==> config.mk <==
export PLATFORM = sky130hd
export DESIGN_NAME = audio_push_pacer
export DESIGN_NICKNAME = d
export VERILOG_FILES = /design/src/apa_pkg.sv /design/src/apa_front.sv /design/src/apa_div.sv /design/src/apa_back.sv /design/src/audio_push_pacer.sv
export SDC_FILE = /design/constraint.sdc
export NUM_CORES = 2
export LEC_CHECK = 0
export ABC_CLOCK_PERIOD_IN_PS = 18550
export BUFFER_PORTS_ARGS = -buffer_cell sky130_fd_sc_hd__buf_2
export CORE_MARGIN = 2
export CORE_UTILIZATION = 60
export CTS_CLUSTER_SIZE = 28
export DETAILED_ROUTE_END_ITERATION = 16
export GPL_TIMING_DRIVEN = 1
export PLACE_DENSITY = 0.83
export SKIP_LAST_GASP = 1
export SLEW_MARGIN = 0
export SYNTH_ARGS = -nofsm -noshare
export SYNTH_HDL_FRONTEND = slang
export SYNTH_SLANG_ARGS = --single-unit
export TNS_END_PERCENT = 1
==> constraint.sdc <==
create_clock -name clk -period 18.55 [get_ports clk]
set_clock_uncertainty 0.15 [all_clocks]
set_input_delay 3.71 -clock clk [delete_from_list [all_inputs] [get_ports clk]]
set_output_delay 3.71 -clock clk [all_outputs]
set_load 0.01 [all_outputs]
==> src/apa_pkg.sv <==
package apa_pkg;

    localparam int FRAMES_W = 13;
    localparam int TIME_W   = 64;
    localparam int COUNT_W  = 64;
    localparam int TARGET_W = 32;
    localparam int RATE_W   = 18;
    localparam int MS_W     = 12;
    localparam int CFG_IDX_W  = 3;
    localparam int CFG_DATA_W = 18;

    localparam int APA_QUEUE_DEPTH = 2;

    localparam logic [29:0]         NS_PER_S         = 30'd1000000000;
    localparam logic [19:0]         NS_PER_MS        = 20'd1000000;
    localparam logic [TIME_W-1:0]   LATE_LIMIT_NS    = 64'd250000000;
    localparam logic [TIME_W-1:0]   QUIET_SPAN_NS    = 64'd5000000000;
    localparam logic [TARGET_W-1:0] TARGET_CEIL_NS   = 32'd400000000;
    localparam logic [TARGET_W-1:0] TARGET_STEP_NS   = 32'd40000000;
    localparam logic [TARGET_W-1:0] TARGET_FLOOR_NS  = 32'd60000000;
    localparam logic [TARGET_W-1:0] TARGET_SHRINK_NS = 32'd10000000;
    localparam logic [TARGET_W-1:0] TARGET_RESET_NS  = 32'd60000000;
    localparam logic [RATE_W-1:0]   RATE_RESET       = 18'd48000;
    localparam logic [MS_W-1:0]     PINNED_RESET_MS  = 12'd60;

    localparam logic [CFG_IDX_W-1:0] REG_DEVICE_OPEN   = 3'd0;
    localparam logic [CFG_IDX_W-1:0] REG_SAMPLE_RATE   = 3'd1;
    localparam logic [CFG_IDX_W-1:0] REG_PACING_OFF    = 3'd2;
    localparam logic [CFG_IDX_W-1:0] REG_TARGET_PINNED = 3'd3;
    localparam logic [CFG_IDX_W-1:0] REG_PINNED_MS     = 3'd4;

    typedef struct packed {
        logic [FRAMES_W-1:0] frames;
        logic [TIME_W-1:0]   now_ns;
        logic                queue_empty;
    } push_t;

    typedef struct packed {
        logic                wait_needed;
        logic [TIME_W-1:0]   wake_ns;
        logic                reanchored;
        logic [TARGET_W-1:0] latency_target_ns;
        logic [COUNT_W-1:0]  pushed_count;
        logic [COUNT_W-1:0]  dropped_count;
        logic [COUNT_W-1:0]  underrun_count;
    } result_t;

    typedef struct packed {
        logic              device_open;
        logic [RATE_W-1:0] sample_rate;
        logic              pacing_off;
        logic              target_pinned;
        logic [MS_W-1:0]   pinned_target_ms;
    } cfg_t;

    typedef enum logic [1:0] {
        CMD_IGNORE = 2'd0,
        CMD_DROP   = 2'd1,
        CMD_PUSH   = 2'd2,
        CMD_PACE   = 2'd3
    } cmd_kind_t;

    typedef struct packed {
        cmd_kind_t           kind;
        logic [FRAMES_W-1:0] frames;
        logic [TIME_W-1:0]   now_ns;
        logic                queue_empty;
    } cmd_t;

    typedef struct packed {
        logic valid;
        cmd_t cmd;
    } cmd_slot_t;

endpackage

==> src/apa_front.sv <==
module apa_front
    import apa_pkg::*;
#(
    parameter int QUEUE_DEPTH = APA_QUEUE_DEPTH
)
(
    input  logic      clk,
    input  logic      rst_n,
    input  cfg_t      cfg,
    input  logic      push_valid,
    output logic      push_stall,
    input  push_t     push,
    output cmd_slot_t head,
    input  logic      pop
);

    localparam int PTR_W = $clog2(QUEUE_DEPTH);
    localparam int CNT_W = $clog2(QUEUE_DEPTH + 1);
    localparam logic [PTR_W-1:0] LAST_PTR = PTR_W'(QUEUE_DEPTH - 1);
    localparam logic [CNT_W-1:0] FULL_CNT = CNT_W'(QUEUE_DEPTH);

    cmd_t             entry_reg [QUEUE_DEPTH];
    logic [PTR_W-1:0] wr_ptr_reg;
    logic [PTR_W-1:0] rd_ptr_reg;
    logic [CNT_W-1:0] count_reg;
    logic             accept;
    logic             take;
    cmd_t             cmd_in;

    always_comb
    begin
        cmd_in.frames      = push.frames;
        cmd_in.now_ns      = push.now_ns;
        cmd_in.queue_empty = push.queue_empty;
        if (push.frames == '0)
        begin
            cmd_in.kind = CMD_IGNORE;
        end
        else if (!cfg.device_open)
        begin
            cmd_in.kind = CMD_DROP;
        end
        else if (cfg.pacing_off || cfg.sample_rate == '0)
        begin
            cmd_in.kind = CMD_PUSH;
        end
        else
        begin
            cmd_in.kind = CMD_PACE;
        end
    end

    assign push_stall = (count_reg == FULL_CNT);
    assign accept     = push_valid && !push_stall;
    assign take       = pop && (count_reg != '0);
    assign head.valid = (count_reg != '0);
    assign head.cmd   = entry_reg[rd_ptr_reg];

    always_ff @(posedge clk)
    begin
        if (accept)
        begin
            entry_reg[wr_ptr_reg] <= cmd_in;
        end
    end

    always_ff @(posedge clk or negedge rst_n)
    begin
        if (!rst_n)
        begin
            wr_ptr_reg <= '0;
            rd_ptr_reg <= '0;
            count_reg  <= '0;
        end
        else
        begin
            if (accept)
            begin
                wr_ptr_reg <= (wr_ptr_reg == LAST_PTR) ? '0 : wr_ptr_reg + 1'b1;
            end
            if (take)
            begin
                rd_ptr_reg <= (rd_ptr_reg == LAST_PTR) ? '0 : rd_ptr_reg + 1'b1;
            end
            if (accept && !take)
            begin
                count_reg <= count_reg + 1'b1;
            end
            else if (take && !accept)
            begin
                count_reg <= count_reg - 1'b1;
            end
        end
    end

endmodule

==> src/apa_div.sv <==
module apa_div
    import apa_pkg::*;
(
    input  logic              clk,
    input  logic              rst_n,
    input  logic              start,
    input  logic [TIME_W-1:0] dividend,
    input  logic [RATE_W-1:0] divisor,
    output logic              done,
    output logic [TIME_W-1:0] quotient
);

    localparam int STEP_W = $clog2(TIME_W);
    localparam logic [STEP_W-1:0] LAST_STEP = STEP_W'(TIME_W - 1);

    logic [TIME_W-1:0] quot_reg;
    logic [RATE_W-1:0] rem_reg;
    logic [STEP_W-1:0] step_reg;
    logic              busy_reg;
    logic              done_reg;
    logic [RATE_W:0]   trial;
    logic [RATE_W:0]   diff;
    logic              fits;

    assign trial    = {rem_reg, quot_reg[TIME_W-1]};
    assign diff     = trial - {1'b0, divisor};
    assign fits     = (trial >= {1'b0, divisor});
    assign done     = done_reg;
    assign quotient = quot_reg;

    always_ff @(posedge clk)
    begin
        if (start)
        begin
            quot_reg <= dividend;
            rem_reg  <= '0;
        end
        else if (busy_reg)
        begin
            quot_reg <= {quot_reg[TIME_W-2:0], fits};
            rem_reg  <= fits ? diff[RATE_W-1:0] : trial[RATE_W-1:0];
        end
    end

    always_ff @(posedge clk or negedge rst_n)
    begin
        if (!rst_n)
        begin
            busy_reg <= 1'b0;
            done_reg <= 1'b0;
            step_reg <= '0;
        end
        else
        begin
            done_reg <= 1'b0;
            if (start)
            begin
                busy_reg <= 1'b1;
                step_reg <= '0;
            end
            else if (busy_reg)
            begin
                step_reg <= step_reg + 1'b1;
                if (step_reg == LAST_STEP)
                begin
                    busy_reg <= 1'b0;
                    done_reg <= 1'b1;
                end
            end
        end
    end

endmodule

==> src/apa_back.sv <==
module apa_back
    import apa_pkg::*;
(
    input  logic      clk,
    input  logic      rst_n,
    input  cfg_t      cfg,
    input  cmd_slot_t head,
    output logic      pop,
    output logic      result_valid,
    input  logic      result_stall,
    output result_t   result
);

    typedef enum logic [9:0] {
        S_IDLE   = 10'b0000000001,
        S_MUL_LO = 10'b0000000010,
        S_MUL_HI = 10'b0000000100,
        S_DIV_GO = 10'b0000001000,
        S_DIV    = 10'b0000010000,
        S_SUM    = 10'b0000100000,
        S_FLOOR  = 10'b0001000000,
        S_CMP    = 10'b0010000000,
        S_APPLY  = 10'b0100000000,
        S_EMIT   = 10'b1000000000
    } state_t;

    state_t              state_reg;
    state_t              state_next;
    logic [COUNT_W-1:0]  pushed_reg;
    logic [COUNT_W-1:0]  dropped_reg;
    logic [COUNT_W-1:0]  underrun_reg;
    logic [COUNT_W-1:0]  paced_reg;
    logic [TIME_W-1:0]   origin_reg;
    logic                origin_set_reg;
    logic [TARGET_W-1:0] target_reg;
    logic                pending_reg;
    logic [TIME_W-1:0]   last_adj_reg;
    logic [TIME_W-1:0]   now_reg;
    logic [TIME_W-1:0]   prod_reg;
    logic [TIME_W-1:0]   due_reg;
    logic [TIME_W-1:0]   diff_reg;
    logic                early_reg;
    logic                quiet_reg;
    logic                wait_reg;
    logic                moved_reg;
    logic [TARGET_W-1:0] pin_ns_reg;
    logic                out_valid_reg;
    result_t             out_reg;

    logic [61:0]         mul_lo;
    logic [31:0]         mul_hi;
    logic [TARGET_W-1:0] tgt;
    logic [TIME_W-1:0]   frames_ext;
    logic                div_start;
    logic                div_done;
    logic [TIME_W-1:0]   quotient;
    logic                slot_free;

    apa_div u_div (
        .clk      (clk),
        .rst_n    (rst_n),
        .start    (div_start),
        .dividend (prod_reg),
        .divisor  (cfg.sample_rate),
        .done     (div_done),
        .quotient (quotient)
    );

    assign mul_lo     = {30'b0, paced_reg[31:0]} * {32'b0, NS_PER_S};
    assign mul_hi     = paced_reg[63:32] * {2'b0, NS_PER_S};
    assign tgt        = cfg.target_pinned ? pin_ns_reg : target_reg;
    assign frames_ext = {{(TIME_W - FRAMES_W){1'b0}}, head.cmd.frames};
    assign div_start  = (state_reg == S_DIV_GO);
    assign pop        = (state_reg == S_IDLE) && head.valid;
    assign slot_free  = !out_valid_reg || !result_stall;

    assign result_valid = out_valid_reg;
    assign result       = out_reg;

    always_comb
    begin
        state_next = state_reg;
        unique case (state_reg)
            S_IDLE:
            begin
                if (head.valid)
                begin
                    if (head.cmd.kind == CMD_PACE && origin_set_reg)
                    begin
                        state_next = S_MUL_LO;
                    end
                    else
                    begin
                        state_next = S_EMIT;
                    end
                end
            end
            S_MUL_LO: state_next = S_MUL_HI;
            S_MUL_HI: state_next = S_DIV_GO;
            S_DIV_GO: state_next = S_DIV;
            S_DIV:
            begin
                if (div_done)
                begin
                    state_next = S_SUM;
                end
            end
            S_SUM:   state_next = S_FLOOR;
            S_FLOOR: state_next = S_CMP;
            S_CMP:   state_next = S_APPLY;
            S_APPLY: state_next = S_EMIT;
            S_EMIT:
            begin
                if (slot_free)
                begin
                    state_next = S_IDLE;
                end
            end
            default: state_next = S_IDLE;
        endcase
    end

    always_ff @(posedge clk)
    begin
        pin_ns_reg <= {20'b0, cfg.pinned_target_ms} * {12'b0, NS_PER_MS};
        unique case (state_reg)
            S_IDLE:   now_reg  <= head.cmd.now_ns;
            S_MUL_LO: prod_reg <= {2'b0, mul_lo};
            S_MUL_HI: prod_reg <= prod_reg + {mul_hi, 32'b0};
            S_SUM:    due_reg  <= origin_reg + quotient;
            S_FLOOR:  due_reg  <= (due_reg > {32'b0, tgt}) ? due_reg - {32'b0, tgt} : '0;
            S_CMP:
            begin
                early_reg <= (now_reg < due_reg);
                diff_reg  <= now_reg - due_reg;
                quiet_reg <= ((now_reg - last_adj_reg) > QUIET_SPAN_NS);
            end
            default:
            begin
            end
        endcase
        if (state_reg == S_EMIT && slot_free)
        begin
            out_reg.wait_needed       <= wait_reg;
            out_reg.wake_ns           <= wait_reg ? due_reg : '0;
            out_reg.reanchored        <= moved_reg;
            out_reg.latency_target_ns <= tgt;
            out_reg.pushed_count      <= pushed_reg;
            out_reg.dropped_count     <= dropped_reg;
            out_reg.underrun_count    <= underrun_reg;
        end
    end

    always_ff @(posedge clk or negedge rst_n)
    begin
        if (!rst_n)
        begin
            state_reg      <= S_IDLE;
            pushed_reg     <= '0;
            dropped_reg    <= '0;
            underrun_reg   <= '0;
            paced_reg      <= '0;
            origin_reg     <= '0;
            origin_set_reg <= 1'b0;
            target_reg     <= TARGET_RESET_NS;
            pending_reg    <= 1'b0;
            last_adj_reg   <= '0;
            wait_reg       <= 1'b0;
            moved_reg      <= 1'b0;
            out_valid_reg  <= 1'b0;
        end
        else
        begin
            state_reg <= state_next;
            if (state_reg == S_EMIT && slot_free)
            begin
                out_valid_reg <= 1'b1;
            end
            else if (!result_stall)
            begin
                out_valid_reg <= 1'b0;
            end
            unique case (state_reg)
                S_IDLE:
                begin
                    wait_reg  <= 1'b0;
                    moved_reg <= 1'b0;
                    if (head.valid)
                    begin
                        case (head.cmd.kind) inside
                            CMD_DROP:
                            begin
                                dropped_reg <= dropped_reg + frames_ext;
                            end
                            CMD_PUSH, CMD_PACE:
                            begin
                                pushed_reg <= pushed_reg + frames_ext;
                                if (head.cmd.queue_empty)
                                begin
                                    underrun_reg <= underrun_reg + 64'd1;
                                    pending_reg  <= 1'b1;
                                end
                                if (head.cmd.kind == CMD_PACE)
                                begin
                                    paced_reg <= paced_reg + frames_ext;
                                    if (!origin_set_reg)
                                    begin
                                        origin_reg     <= head.cmd.now_ns;
                                        origin_set_reg <= 1'b1;
                                    end
                                end
                            end
                            default:
                            begin
                            end
                        endcase
                    end
                end
                S_APPLY:
                begin
                    if (early_reg)
                    begin
                        wait_reg <= 1'b1;
                    end
                    else if (diff_reg > LATE_LIMIT_NS)
                    begin
                        origin_reg <= origin_reg + diff_reg;
                        moved_reg  <= 1'b1;
                    end
                    if (!cfg.target_pinned)
                    begin
                        if (pending_reg)
                        begin
                            pending_reg  <= 1'b0;
                            last_adj_reg <= now_reg;
                            if (target_reg < TARGET_CEIL_NS)
                            begin
                                target_reg <= target_reg + TARGET_STEP_NS;
                            end
                        end
                        else if (quiet_reg && target_reg > TARGET_FLOOR_NS)
                        begin
                            target_reg   <= target_reg - TARGET_SHRINK_NS;
                            last_adj_reg <= now_reg;
                        end
                    end
                end
                default:
                begin
                end
            endcase
        end
    end

endmodule

==> src/audio_push_pacer.sv <==
// Paces an audio producer against the output device clock. Each push request
// carries a frame count, the current time and the device queue state, and
// yields exactly one result request with the wait decision, the latency target
// and the running frame and underrun totals.
// Push requests enter on push_valid/push_stall into a short command queue;
// push_stall rises only while that queue is full, so a new push is taken even
// while a finished result still waits for the receiver.
// On an otherwise idle block, an empty, dropped, unpaced or anchoring push goes
// from S_IDLE straight to S_EMIT. Any other paced push also passes S_MUL_LO,
// S_MUL_HI, S_DIV_GO and S_DIV, where the 64-step restoring divider divides the
// frame time product by the sample rate, then S_SUM, S_FLOOR, S_CMP and S_APPLY.
// The back end takes a new push only after it has emitted the last result.
// The configuration port writes one register per cycle at cfg_index; the user
// must use it only while the block is idle, and the block does not enforce this.
// Reset clears all totals and the pacing origin, restores the default
// configuration and sets the latency target to 60 ms. While the receiver
// holds result_stall, the result stays unchanged on the port; the next push is
// still taken from the queue, and its result waits in S_EMIT.
module audio_push_pacer
    import apa_pkg::*;
#(
    parameter int QUEUE_DEPTH = APA_QUEUE_DEPTH
)
(
    input  logic                  clk,
    input  logic                  rst_n,
    input  logic                  cfg_we,
    input  logic [CFG_IDX_W-1:0]  cfg_index,
    input  logic [CFG_DATA_W-1:0] cfg_data,
    input  logic                  push_valid,
    output logic                  push_stall,
    input  push_t                 push,
    output logic                  result_valid,
    input  logic                  result_stall,
    output result_t               result
);

    cfg_t      cfg_reg;
    cmd_slot_t head;
    logic      pop;

    always_ff @(posedge clk or negedge rst_n)
    begin
        if (!rst_n)
        begin
            cfg_reg.device_open      <= 1'b0;
            cfg_reg.sample_rate      <= RATE_RESET;
            cfg_reg.pacing_off       <= 1'b0;
            cfg_reg.target_pinned    <= 1'b0;
            cfg_reg.pinned_target_ms <= PINNED_RESET_MS;
        end
        else if (cfg_we)
        begin
            unique case (cfg_index)
                REG_DEVICE_OPEN:   cfg_reg.device_open      <= cfg_data[0];
                REG_SAMPLE_RATE:   cfg_reg.sample_rate      <= cfg_data[RATE_W-1:0];
                REG_PACING_OFF:    cfg_reg.pacing_off       <= cfg_data[0];
                REG_TARGET_PINNED: cfg_reg.target_pinned    <= cfg_data[0];
                REG_PINNED_MS:     cfg_reg.pinned_target_ms <= cfg_data[MS_W-1:0];
                default:
                begin
                end
            endcase
        end
    end

    apa_front #(
        .QUEUE_DEPTH (QUEUE_DEPTH)
    ) u_front (
        .clk        (clk),
        .rst_n      (rst_n),
        .cfg        (cfg_reg),
        .push_valid (push_valid),
        .push_stall (push_stall),
        .push       (push),
        .head       (head),
        .pop        (pop)
    );

    apa_back u_back (
        .clk          (clk),
        .rst_n        (rst_n),
        .cfg          (cfg_reg),
        .head         (head),
        .pop          (pop),
        .result_valid (result_valid),
        .result_stall (result_stall),
        .result       (result)
    );

`ifndef SYNTHESIS
    a_wait_has_deadline: assert property (@(posedge clk) disable iff (!rst_n)
        result_valid && result.wait_needed |-> result.wake_ns != '0)
        else $error("wait requested with a zero deadline");

    a_no_wake_without_wait: assert property (@(posedge clk) disable iff (!rst_n)
        result_valid && !result.wait_needed |-> result.wake_ns == '0)
        else $error("deadline reported without a wait");

    a_wait_or_reanchor: assert property (@(posedge clk) disable iff (!rst_n)
        result_valid |-> !(result.wait_needed && result.reanchored))
        else $error("wait and reanchor in the same result");

    a_pop_only_with_head: assert property (@(posedge clk) disable iff (!rst_n)
        pop |-> head.valid)
        else $error("command taken from an empty queue");
`endif

endmodule
### Yosys cells after proc, flatten, opt, wreduce, memory -nomap -nowiden

Memories as Yosys holds them, arrays and structs flattened.
Cells that the tools add are included.

* equal/unequal tests: 33
* bitwise gates (word level): 2
* muxes and demuxes: 55
* multipliers: 3
* order comparisons: 7
* $add $sub $neg: 18
* reduce and logical (&&, ||, !) cells: 42

Operators by type and width (number)
* two-way mux 64 bit: 12
* one-hot mux 64 bit (2 select lines): 3
* adder 64 x 13 -> 64 bit: 3
* adder 64 bit: 3
* two-way mux 32 bit: 4
* subtractor 64 bit: 2
* one-hot mux 10 bit (10 select lines): 1
* adder 64 x 1 -> 64 bit, second input constant: 1
* greater-than comparator 64 x 28 -> 1 bit, second input constant: 1
* greater-than comparator 64 x 32 -> 1 bit: 1
* greater-than comparator 64 x 33 -> 1 bit, second input constant: 1
* < comparator 64 bit: 1
* subtractor 64 x 32 -> 64 bit: 1
* multiplier 32 x 21 -> 53 bit, second input constant: 1
* two-way mux 10 bit: 4
* adder 32 x 26 -> 32 bit, second input constant: 1
* greater-than comparator 32 x 26 -> 1 bit, second input constant: 1
* < comparator 32 x 29 -> 1 bit, second input constant: 1
* multiplier 32 x 21 -> 23 bit, second input constant: 1
* subtractor 32 x 24 -> 32 bit, second input constant: 1
* multiplier 12 x 14 -> 26 bit, second input constant: 1
* two-way mux 1 bit: 21
* >= comparator 19 x 18 -> 1 bit: 1
* zero test 18 bit: 1
* 41 further kinds: 92

* output and inout bits: 292
* logic and storage cells: 201
* memories: 1
* RAM bits: 160
* input bits: 104
* register bits after elaboration: 1132

Memory list
* u_front.entry_reg: depth 2, width 80, read ports 1, clocked after Yosys merged registers in 0, wr ports 1, RTL line apa_front.sv:22 `cmd_t entry_reg [QUEUE_DEPTH];`

### Longest topological paths before layout

* depth after elaboration: 7
* gate-level depth with buffers: 29
* mapped depth without buffers: 29

### Cells and area by module

A second synthesis with hierarchy kept.

* cell total of the unflattened synthesis: 8216
* area total of the unflattened synthesis: 87651.6 um2

Modules (own cells, without submodules)
* apa_back: area each 74869.3 um2, cells an instance 7425, times used 1
* apa_front: area each 6466.2 um2, cells an instance 281, times used 1
* apa_div: area each 4969.8 um2, cells an instance 436, times used 1
* audio_push_pacer: area each 1346.3 um2, cells an instance 74, times used 1

### Worst setup path after synthesis

OpenSTA, ideal clock, no wires.

* kind: in2reg
* start point: in result_stall
* end point: reg u_back.out_reg (netlist bit u_back.result[0]) (enable)
* required time: 17.377 ns
* arrival: 17.331 ns
* path buffers: 0
* stages: 1
* slack: 0.046 ns
* cells stage by stage: a21oi_1

* cells in the longest elaborated chain, start to end: 3

Ends and longest elaborated chain
* from (decl): RTL line audio_push_pacer.sv:34 `input logic result_stall,`
* zero test 1 bit: RTL line apa_back.sv:75 `assign slot_free = !out_valid_reg || !result_stall;`
* logical OR 1 bit: RTL line apa_back.sv:75
* logical AND 1 bit: RTL line apa_back.sv:142 `if (state_reg == S_EMIT && slot_free)`
* to (decl): RTL line apa_back.sv:48 `result_t out_reg;`

No other way between the ends.
A chain may end at the register's enable or synchronous reset.

### Worst setup path after layout

* start point: reg u_back.paced_reg[4]
* end point: reg u_back.prod_reg[55] (data pin)

* cells in the longest elaborated chain, start to end: 2

Ends and longest elaborated chain
* from (decl): RTL line apa_back.sv:32 `logic [COUNT_W-1:0] paced_reg;`
* from (signal assigned): RTL line apa_back.sv:205 `paced_reg <= paced_reg + frames_ext;`
* multiplier 32 x 21 -> 53 bit: RTL line apa_back.sv:69 `assign mul_lo = {30'b0, paced_reg[31:0]} * {32'b0, NS_PER_S};`
* one-hot mux 64 bit (2 select lines): RTL line apa_back.sv:126 `unique case (state_reg)`
* to (signal assigned): RTL line apa_back.sv:128 `S_MUL_LO: prod_reg <= {2'b0, mul_lo};`
* to (signal assigned): RTL line apa_back.sv:129 `S_MUL_HI: prod_reg <= prod_reg + {mul_hi, 32'b0};`
* to (decl): RTL line apa_back.sv:39 `logic [TIME_W-1:0] prod_reg;`

No other way between the ends.

==> results.ini <==
[outcome]
status = complete, no violations

[synthesis]
synth_xor_area_share_pct = 6.62
ys_ff_latch = 1261
syn_area_um2 = 87200
ys_async_sr_fraction_pct = 36.5
yosysTopAreaCellShare_pct = 26.1
ys_seq_area_share_pct = 40.3
syn_inst = 8351
synth_compound_area_share_pct = 11.8
syn_avg_cell_area_um2 = 10.4
synth_top_area_cell = edfxtp_1
ys_top_cells_by_area = edfxtp_1, dfrtp_1, ha_1
yosys.area_share.simple_pct = 12.1
synth_most_common_cell = inv_1
synth_top_family_by_area = adder cells
yosysWarnings = 0
synth_edf_count = 757
synth_common_cells = inv_1, ha_1, edfxtp_1
synth_ff_type = edfxtp_1
muxShareOfSynthArea_pct = 1.79
synth_cell_type_count = 109
synthAdderAreaFrac_pct = 21.9

[setup_path]
critPathTopFamily = adder cells
worst-path-max-fanout = 9
end_kind = flip-flop
slowest_delay_ns = 0.58
path_buf_inv = 4
cp_data_required_time_ns = 18.90
crit_type = reg -> reg
crit_path_start_kind = flip-flop
cp_slowest_cell = o41ai_2
crit_arrival_ns = 8.60
crit_top_cell = fa_1
crit_chain = inv_1 > fa_1 > fa_1 > fa_1 > fa_1 > fa_1 > inv_1 > fa_1 > inv_1 > fa_1 > inv_1 > ha_1 > a21oi_1 > o21ai_0 > a221o_1 > a21o_1 > o211ai_1 > a21oi_1 > o41ai_2 > a21oi_1 > or4_1 > a31oi_1 > xor2_1 > o21ai_1

[drt]
drt-pass1-iter-count = 9
ant_nets = 0
post_drt_wl_per_cell_um = 22.4
drc = 0
vias = 64600
vias_per_cell = 6.02
drtIter0Drc = 5546
drt-total-wl_mm = 240

[die]
die_x_um = 385
rows = 139
ios = 396
core_area_um2 = 144000
die_h_um = 385
start_util_pct = 60.6
dieArea_um2 = 148000

[cts]
postCtsHoldBufs = 0
cts_tree = built
clkLatencyLatePin_ns = 0.82
cts.sinks = 1261
cts_made_buffers = 136
root_buffer = clkbuf_16
clockBufferDepth = 3
clk_pin_slew_worst_paths_ns = 0.07
cts.repair.resized = 0
htreeDepth = 4
postCtsSetupRepairBufs = 0

[timing]
drv_slew = 0
rsz0062_at_grt = no
fmax_mhz = 121
min_period_over_period_pct = 44.5
relSlewSlack_pct = 19.8
fin_crit_ns = 8.25
setup_viol = 0
tns_ns = 0
hold_viol = 0
worst-slew-pin-transition_ns = 1.20

[worst_hold_path]
hold_path_class = reg -> reg

[grt]
grtUsageTotal_pct = 32.2
grt_max_degree = 137
grt_pass1_wl_mm = 369
grt_pass1_vias = 64300
overflow = 0
antenna_found_initial = 9

[layout]
largest_reg_flops = 284
syn_to_final_growth_pct = 9.85
n_fill_cell = 10800
drive_gt1_share_pct = 9.76
nets = 10100

[placed_design]
hpwl_mm = 186
io_buffers = 389
routabilityCongestion = 1.01

[flow_run]
max_cap_viol_count = 0

==> placed cells by master (no fill, tap or decap), types with 58 or more instances in the layout <==
cell type,Yosys,routed
o21bai_1,58,58
nand2b_1,73,73
dfrtp_1,438,436
nor3_1,132,129
nor2b_1,70,70
xor2_1,218,218
and3_1,82,81
clkbuf_16,0,137
nand2_1,735,734
xnor2_1,441,441
edfxtp_1,757,757
fa_1,443,443
nor2_1,432,430
ha_1,821,821
inv_1,1014,1011
a21oi_1,396,395
nand4_1,125,125
o21ai_0,384,383
a31oi_1,75,75
o21a_1,59,59
and2_1,119,119
o22ai_1,60,60
nand3_1,187,187
a21o_1,233,233
mux2_2,90,90
buf_2,19,388
==> stage by stage <==
| step | hold WS, ns | setup WS (ns) | instances | cell area, µm² | util, % |
|---|---|---|---|---|---|
| final | 0.307 | 10.30 | 10700 | 95800 | 66.5 |
| after floorplan | 0.275 | 0.0460 | 8356 | 87300 | - |
| after detailed placement | 0.286 | 10.39 | 10500 | 91100 | 63.3 |
| after CTS | 0.310 | 10.33 | 10700 | 95800 | 66.5 |
| after global routing | 0.328 | 9.83 | 10700 | 95800 | 66.5 |
| after global placement | 0.286 | 10.47 | 10500 | 91100 | 63.3 |
==> per-layer routing <==
metal	vias up	global-route usage, %	part of all wire [%]
li1	29800	-	-
met1	31800	43.5	41
met2	2541	52.1	47
met3	533	5.02	7.3
met4	4	13.3	4.6
met5	-	0	0.011
==> final cells by class <==
class | count | area (µm²) | share of cell area, %
multi-input cells | 5856 | 47500 | 49.5
flip-flops and latches | 1261 | 35200 | 36.7
inverters | 1015 | 3810 | 3.98
clock buffers | 183 | 3780 | 3.95
well taps | 1903 | 2380 | 2.48
repair buffers | 434 | 2310 | 2.41
clock inverters | 70 | 908 | 0.948
diodes | 9 | 22.5 | 0.0235
==> cells by family (layout without fill, tap and decap cells) <==
logic type | Yosys count | in the layout
buf+inv | 1239 | 1702
fa+ha+maj | 1264 | 1264
xor+xnor | 659 | 659
other cells | 1 | 15
flops | 1261 | 1261
mux | 145 | 145
compound gates | 1608 | 1608
simple gates | 2174 | 2174
==> path summary, 6_finish.rpt <==
kind                                      from                      end  slack [ns]  cells past startpoint
max in group asynchronous                rst_n  u_back.underrun_reg[46]       13.27                      3
min                           u_back.moved_reg       u_back.result[224]        0.31                      0
min reg2reg                   u_back.moved_reg       u_back.result[224]        0.31                      0
min in group asynchronous                rst_n              cfg_reg[28]        2.77                      1
max reg2reg                u_back.paced_reg[4]      u_back.prod_reg[55]       10.30                     24
max                        u_back.paced_reg[4]      u_back.prod_reg[55]       10.30                     24
Power is not shown: default switching activity piles up to over one toggle a cycle in this logic, so the estimate is an artifact.
